**src/rtl/tch_pkg.sv**
```systemverilog
// ----------------------------------------------------------------------------
// Tilt-compensated heading package
// Shared widths, constants and the arctangent table for the CORDIC cells.
// ----------------------------------------------------------------------------
package tch_pkg;

   localparam int TableLen = 24;
   localparam int AngW     = 40;   // angle accumulator, 2^-20 degree
   localparam int RotW     = 34;   // rotation CORDIC datapath, Q30 plus guard
   localparam int VecW     = 56;   // vectoring CORDIC datapath
   localparam int FullTurn = 23040;

   localparam logic signed [AngW-1:0] Deg180 = AngW'(64'sd188743680);
   localparam logic signed [RotW-1:0] InvGain = RotW'(64'sd652032874);

   function automatic logic signed [AngW-1:0] atan_entry(input int idx);
      logic signed [AngW-1:0] r;
      begin
         case (idx)
            0: r = 40'sd47185920;
            1: r = 40'sd27855475;
            2: r = 40'sd14718068;
            3: r = 40'sd7471121;
            4: r = 40'sd3750058;
            5: r = 40'sd1876857;
            6: r = 40'sd938658;
            7: r = 40'sd469357;
            8: r = 40'sd234682;
            9: r = 40'sd117342;
            10: r = 40'sd58671;
            11: r = 40'sd29335;
            12: r = 40'sd14668;
            13: r = 40'sd7334;
            14: r = 40'sd3667;
            15: r = 40'sd1833;
            16: r = 40'sd917;
            17: r = 40'sd458;
            18: r = 40'sd229;
            19: r = 40'sd115;
            20: r = 40'sd57;
            21: r = 40'sd29;
            22: r = 40'sd14;
            23: r = 40'sd7;
            default: r = '0;
         endcase
         return r;
      end
   endfunction

endpackage

```
**src/rtl/tch_rot_cell.sv**
```systemverilog
// ----------------------------------------------------------------------------
// Rotation CORDIC cell
// One micro-rotation of a sine/cosine CORDIC, registered, with enable.
// ----------------------------------------------------------------------------
module tch_rot_cell
   import tch_pkg::*;
#(
   parameter int Shift = 0
) (
   input  logic                   clock,
   input  logic                   enable,
   input  logic signed [RotW-1:0] x_in,
   input  logic signed [RotW-1:0] y_in,
   input  logic signed [AngW-1:0] z_in,
   output logic signed [RotW-1:0] x_out,
   output logic signed [RotW-1:0] y_out,
   output logic signed [AngW-1:0] z_out
);

   logic signed [RotW-1:0] x_ff, y_ff, x_in_s, y_in_s;
   logic signed [AngW-1:0] z_ff, z_nx;

   always_comb begin
      if (z_in >= 0) begin
         x_in_s = x_in - (y_in >>> Shift);
         y_in_s = y_in + (x_in >>> Shift);
         z_nx   = z_in - atan_entry(Shift);
      end else begin
         x_in_s = x_in + (y_in >>> Shift);
         y_in_s = y_in - (x_in >>> Shift);
         z_nx   = z_in + atan_entry(Shift);
      end
   end

   always_ff @(posedge clock) begin
      if (enable) begin
         x_ff <= x_in_s;
         y_ff <= y_in_s;
         z_ff <= z_nx;
      end
   end

   assign x_out = x_ff;
   assign y_out = y_ff;
   assign z_out = z_ff;

endmodule

```
**config.mk**
```make
export PLATFORM = sky130hd
export DESIGN_NAME = tch_rot_cell
export DESIGN_NICKNAME = d
export VERILOG_FILES = /design/src/rtl/tch_pkg.sv /design/src/rtl/tch_rot_cell.sv
export SDC_FILE = /design/constraint.sdc
export NUM_CORES = 1
export LEC_CHECK = 0
export BUFFER_PORTS_ARGS = -buffer_cell sky130_fd_sc_hd__buf_2
export CORE_MARGIN = 2
export CORE_UTILIZATION = 55
export DETAILED_ROUTE_END_ITERATION = 8
export PLACE_DENSITY_LB_ADDON = 0.15
export SYNTH_ARGS = -nofsm -noshare
export SYNTH_HDL_FRONTEND = slang
export SYNTH_SLANG_ARGS = --single-unit
```
**constraint.sdc**
```tcl
create_clock -name clock -period 6.7 [get_ports clock]
set_input_delay 1.34 -clock clock [delete_from_list [all_inputs] [get_ports clock]]
set_output_delay 1.34 -clock clock [all_outputs]
set_load 0.05 [all_outputs]
```
-- After elaboration in Yosys (flattened, before gate mapping)
Index checks and enable logic that the tools add are counted.
Widths: inputs -> output; s select.
- output and inout port bits: 108
- register bits: 108
- input bits: 110
- add/subtract/negate cells: 5
- magnitude comparators: 1
- muxes and demuxes: 3
- operator list (kind ; number):
    $mux 34 ; 2
    $sub 34x34->34 ; 2
    $add 40x27->40 const B ; 1
    $ge 40x1->1 const B ; 1
    $mux 40 ; 1
    $sub 40x27->40 const B ; 1
    $add 34x34->34 ; 1

-- Longest topological paths before layout
Gate-level depths: netlist (run 1).
- depth after elaboration: 2
- gate-level depth with buffers: 19
- depth with buffers taken out: 17

-- Least setup slack after synthesis (run 1)
OpenSTA, ideal clock, no wires.
- path type: input to register
- start: input port z_in[39]
- end: register z_ff[36] (netlist: z_out[36]) (data pin)
- cell stages on the path: 18
- data required time: 6441 ps
- setup slack: 1532 ps
- data arrival time: 4909 ps
- library setup time: 259 ps
- cells stage by stage: inv_1 ha_1 nor4b_1 nand4_1 nor3_1 nand2b_1 buf_2 buf_1 ha_1 a21o_1 a21o_1 a21oi_2 nor2_1 a221o_1 o311a_1 o21a_1 nor2_1 xnor2_1
- word-level cells in the longest chain between the ends: 2
- ends and longest elaborated chain (what ; line ; source):
    start: declaration ; tch_rot_cell.sv:14 ; input logic signed [AngW-1:0] z_in,
    $ge 40x1->1 ; tch_rot_cell.sv:24 ; if (z_in >= 0) begin
    $mux 40 ; tch_rot_cell.sv:24 ;
    named net z_nx[36] ; tch_rot_cell.sv:21 ; logic signed [AngW-1:0] z_ff, z_nx;
    end signal: assignment ; tch_rot_cell.sv:39 ; z_ff <= z_nx;
    end: declaration ; tch_rot_cell.sv:21 ;
The timed path passes the listed nets, and every way through them passes these cells.
A chain may end at the register's enable or synchronous reset.

-- Worst setup path in the final report (run 1)
Same ends and word-level chain as after synthesis.

==> results of run 1 <==
-- worst max path at each step --
stage | start | end | slack (ns) | cells past startpoint
global route | z_in[39] | z_out[38] | 1.54 | 17
global placement | z_in[39] | z_out[36] | 1.60 | 18
detailed placement | z_in[39] | z_out[36] | 1.47 | 18
floorplan | z_in[39] | z_out[36] | 1.53 | 18
CTS | z_in[39] | z_out[36] | 1.85 | 18
finish | z_in[39] | z_out[36] | 1.83 | 18
-- flip-flops by register name (all words and copies together), names as in the netlist --
name and flops:
y_out 33, z_out 40, x_out 34
-- worst max-delay path, stage by stage --
cell and delay (ns):
buf_2 0.11, inv_1 0.08, ha_1 0.16, nor4b_1 0.23
nand4_1 0.14, nor3_1 0.24, nand2b_2 0.36, inv_2 0.22
ha_1 0.37, a21o_1 0.17, a21oi_1 0.19, nand2b_1 0.15
a21oi_1 0.13, a221o_1 0.36, o311a_1 0.35, o21a_1 0.18
nor2_1 0.11, xnor2_1 0.07
-- power by group --
| group | leakage, nW | internal [mW] | switching, mW | total (mW) |
|---|---|---|---|---|
| logic | 3.96 | 0.345 | 0.853 | 1.20 |
| registers | 1.05 | 0.873 | 0.0296 | 0.902 |
| clock network | 0.142 | 0.263 | 0.269 | 0.531 |
-- layout make-up --
class,instances,area (um2),share of cell area [%]
tap,229,287,2.49
antenna,1,2.50,0.0217
inverter,112,420,3.65
timing repair buffer,221,1120,9.71
multi-input combinational,869,6190,53.7
clock buffer,9,225,1.95
sequential,107,3210,27.9
clock inverter,7,67.6,0.586
-- stage by stage --
step | util (%) | instances | hold slack, ns | total power [mW] | setup slack [ns]
floorplan | - | 1136 | 1.44 | 1.79 | 1.53
finish | 64.2 | 1555 | 1.17 | 2.63 | 1.83
global placement | 62.5 | 1538 | 1.53 | 2.09 | 1.60
detailed placement | 62.5 | 1538 | 1.53 | 2.10 | 1.47
CTS | 64.1 | 1554 | 1.16 | 2.63 | 1.85
global route | 64.1 | 1554 | 1.16 | 2.75 | 1.54
-- cells in the final DEF (no fill, tap or decap), types with 12 or more instances in the layout --
| master | count |
|---|---|
| o21a_1 | 12 |
| nor2b_1 | 14 |
| o211ai_1 | 14 |
| ha_1 | 118 |
| xor2_1 | 13 |
| nand4_1 | 21 |
| o21ai_1 | 18 |
| nand2_1 | 45 |
| mux2i_1 | 15 |
| a21oi_1 | 126 |
| a21o_1 | 26 |
| edfxtp_1 | 107 |
| nand2b_1 | 13 |
| nor4_1 | 13 |
| nand3_1 | 13 |
| nor3_1 | 24 |
| o21bai_1 | 24 |
| nor2_1 | 106 |
| inv_1 | 107 |
| o21ai_0 | 61 |
| buf_2 | 216 |
| xnor2_1 | 68 |
-- metal layers --
metal / global-route usage [%] / vias up / wire (um)
met4: 7.07 / 0 / 578
li1: - / 4474 / -
met1: 40.7 / 4322 / 12500
met2: 48.5 / 476 / 13600
met3: 4.25 / 40 / 2560
met5: 0 / - / 0
-- cell families (layout without fill, tap and decap cells) --
kind of cell,after synthesis,after routing,synth area share (%)
compound gates,374,374,24.2
simple gates,277,277,13.3
buf+inv,160,349,6.43
fa+ha+maj,122,122,15.5
flops,107,107,32.0
xor+xnor,81,81,7.06
mux,15,15,1.49
other cells,0,1,0
==> reports/results.tsv, run 1 <==
metric	value	unit
fin_nets	1552	
synth.top_cell.area_share	32.0	%
die_x	139	um
overflow	0	
finalSetupViolCount	0	
fin_crit	4.87	ns
drc	0	
critPathMaxFanout	14	
p_leak	5.15	nW
synth_cells	1136	
crit_required	6.81	ns
portBuffers	217	
drive_above_1_share	19.8	%
fmax	0.205	GHz
yosysTopAreaCell	edfxtp_1	
startpoint_type	primary input	
cts_tree	yes	
ant_nets	0	
netlist_top_cells_area	edfxtp_1, ha_1, a21oi_1	
path_clk_slew	0.08	ns
postPlaceCellArea	11200	um2
routedWlPerCell	18.8	um
cts_sinks	107	
finalSetupTns	0	ns
synthesis.nets	1368	
ys_seq_area_share	32.0	%
maxSlewHeadroom	30.9	%
design_area	11500	um2
clockBufferDepth	2	
routed_wl	29.2	mm
drt_iter0_markers	850	
hold_end	z_out[17]	
n_fill_cell	1563	
core-area	18000	um2
place_congestion	0.995	
grt_setup_unrepaired	no	
finalHoldViolations	0	
dieArea	19400	um2
hold_start	z_in[17]	
grt_antenna_before_repair	1	
power_density	228	nW/um2
syn_to_final_growth	14.7	%
min_path_cells	1	
worst_pin_slew	1.01	ns
post-route-period-util	72.6	%
numCtsBuffers	9	
grt_max_degree	72	
drv_slew	0	
yosysMostFrequentCell	a21oi_1	
arrival	4.97	ns
die_h	139	um
drv_cap	0	
via_per_inst	5.99	
yosysWarningCount	0	
cts_max_level	3	
grt_usage	29.3	%
grt_pass1_vias	8587	
vias	9312	
io_pins	218	
clock-root-buffer	clkbuf_16	
hp-class	in -> reg	
avgSynthCellArea	8.84	um2
grt_pass1_wl	45.6	mm
outcome	completed	
initial_core_util	55.9	%
async_flop_share	0	%
first_pass_iters	6	
synth_common_cells	a21oi_1, ha_1, inv_1	
cts-resized-gates	0	
end_kind	register	
ys.flop_type	edfxtp_1	
yosysUniqueCellTypes	76	
synth_edf_count	107	
max-vdd-ir-drop	0.000163	V
cts_setup_buffers	0	
crit_type	in -> reg	
rows	49	
synthesis.area	10000	um2
hpwlAfterDp	23.5	mm
ctsHoldBuffers	0	
synth-seq-cells	107	
(Power assumes the default switching activity.)
==> inputs of run 2 (changes only) <==
--- a/config.mk
+++ b/config.mk
@@ -5,6 +5,7 @@
 export SDC_FILE = /design/constraint.sdc
 export NUM_CORES = 1
 export LEC_CHECK = 0
+export ABC_AREA = 1
 export BUFFER_PORTS_ARGS = -buffer_cell sky130_fd_sc_hd__buf_2
 export CORE_MARGIN = 2
 export CORE_UTILIZATION = 55
==> constraint.sdc (replaced) <==
create_clock -name clock -period 4.9 [get_ports clock]
set_input_delay 0.98 -clock clock [delete_from_list [all_inputs] [get_ports clock]]
set_output_delay 0.98 -clock clock [all_outputs]
set_load 0.05 [all_outputs]
==> run 2 against run 1 <==
  * Highest routed layer unchanged
  * Final area rose by 14%
  * Critical path depth shrank 7
  * Synthesized cell count grew 55%
  * Flip-flop and latch count unchanged
==> reports/results.tsv, run 2 <==
metric	value	unit	change
arrival	4.12	ns	-0.85 ns
dieArea	22500	um2	+16%
synthesis.nets	1989		+45%
path_clk_slew	0.09	ns	about the same
drv_cap	0		unchanged
synth-seq-cells	107		unchanged
portBuffers	217		unchanged
outcome	completed		
synthesis.area	11700	um2	+17%
clockBufferDepth	2		unchanged
instances_no_fill	2224		+43%
grt_setup_unrepaired	no		
critPathMaxFanout	16		+2
num_antenna_cells	0		-1
finalHoldViolations	0		unchanged
yosysUniqueCellTypes	38		-50%
die_x	150	um	+7.7%
power_density	281	nW/um2	+23%
p_leak	6.83	nW	+33%
cts_max_level	3		unchanged
layout_common_cells	nand2_1, inv_1, buf_2		
startpoint_type	primary input		
initial_core_util	55.9	%	-0.073 points
place_congestion	1.01		+1.8%
drt_iter0_markers	1217		+43%
seqCellArea	3210	um2	unchanged
grt_usage	33.9	%	+4.7 points
synth_common_cells	nand2_1, inv_1, nand3_1		
crit_required	5.01	ns	-1.80 ns
n_fill_cell	2041		+31%
finalSetupTns	0	ns	unchanged
multiInputGateArea	7240	um2	+17%
synth.top_cell.area_share	27.5	%	-4.5 points
overflow	0		unchanged
final_common_cell	nand2_1		
cts_setup_buffers	0		unchanged
ys.flop_type	edfxtp_1		
end_kind	register		
placed_cells	2208		+44%
finalSetupViolCount	0		unchanged
grt_antenna_before_repair	0		-1
io_pins	218		unchanged
die_h	150	um	+7.7%
vias	12500		+34%
largest_reg_flops	40		unchanged
synth_edf_count	107		unchanged
grt_pass1_wl	59.1	mm	+30%
yosysMostFrequentCell	nand2_1		
routedWlPerCell	17.2	um	-8.3%
hp-class	in -> reg		
synth_cells	1757		+55%
cts_sinks	107		unchanged
drv_slew	0		unchanged
crit_type	in -> reg		
ys_seq_area_share	27.5	%	-4.5 points
syn_to_final_growth	12.7	%	
yosysTopAreaCell	edfxtp_1		
cts-resized-gates	0		unchanged
grt_max_degree	70		-2.8%
rows	53		+8.2%
ctsHoldBuffers	0		unchanged
clock-root-buffer	clkbuf_16		
worst_pin_slew	0.779	ns	-0.231 ns
netlist_top_cells_area	edfxtp_1, nand2_1, ha_1		
routed_wl	38.3	mm	+31%
fmax	0.250	GHz	
maxSlewHeadroom	48.0	%	+17 points
async_flop_share	0	%	unchanged
yosysWarningCount	0		unchanged
ant_nets	0		unchanged
drive_above_1_share	13.2	%	-6.6 points
core-area	21000	um2	+17%
post-route-period-util	81.7	%	
hpwlAfterDp	31.8	mm	+35%
first_pass_iters	6		unchanged
max-vdd-ir-drop	0.000183	V	+13%
grt_pass1_vias	11400		+33%
numCtsBuffers	9		unchanged
drc	0		unchanged
cts_tree	yes		
fin_nets	2176		+40%
via_per_inst	5.60		-6.4%
fin_crit	4.00	ns	
avgSynthCellArea	6.66	um2	-25%
run 2: path summary, 6_finish.rpt:
| path | startpoint | to | slack, ns | cells after the start |
|---|---|---|---|---|
| max | z_in[37] | z_out[33] | 0.90 | 11 |
| min | z_in[18] | z_out[18] | 0.80 | 1 |
run 2: kinds of logic (layout without fill, tap and decap cells):
kind of cell               after synthesis  count (layout)  share of synthesized area [%]
AOI/OAI and AO/OA                      280             280                           12.8
xor gates and xnor gates                54              54                           4.04
adders and majority gates              122             122                           13.3
buffers and inverters                  307             499                           10.8
DFF                                    107             107                           27.5
and+or+nand+nor                        887             887                           31.6
run 2: critical path: stages:
cell,delay (ns)
buf_2,0.11
nor4_1,0.67
nand4_1,0.29
o21ai_4,0.50
ha_1,0.41
a21oi_1,0.21
o21ai_0,0.15
nor2_1,0.27
o21ai_0,0.23
a21oi_1,0.22
xnor2_1,0.09
run 2: cell type report:
type,instances,area share (%)
Multi-Input combinational cell,1343,54.9
Sequential cell,107,24.4
Timing Repair Buffer,221,8.48
Inverter,262,7.45
Tap cell,275,2.61
Clock buffer,9,1.71
Clock inverter,7,0.531
run 2: per-stage QoR:
stage	area (um2)	worst slack, ns	hold slack (ns)	power, mW	util [%]
after floorplan	11700	1.26	1.08	2.46	-
after global placement	12900	0.576	1.17	2.90	61.6
after detailed placement	12900	0.500	1.17	2.93	61.6
after CTS	13200	0.900	0.793	3.70	63.0
after global routing	13200	0.653	0.793	3.91	63.0
final	13200	0.895	0.797	3.71	63.0
run 2: per-layer routing:
layer  vias up  part of all wire [%]  GRT usage (%)
met2       605                    44           54.8
met5         -                     0              0
met4         0                   3.7           12.6
met1      5692                    44           46.8
met3        85                   8.3           3.93
li1       6082                     -              -
run 2: power breakdown:
group          internal, mW  total (mW)  switching (mW)
Clock                 0.361       0.769           0.408
Sequential             1.17        1.20          0.0337
Combinational         0.447        1.74            1.29
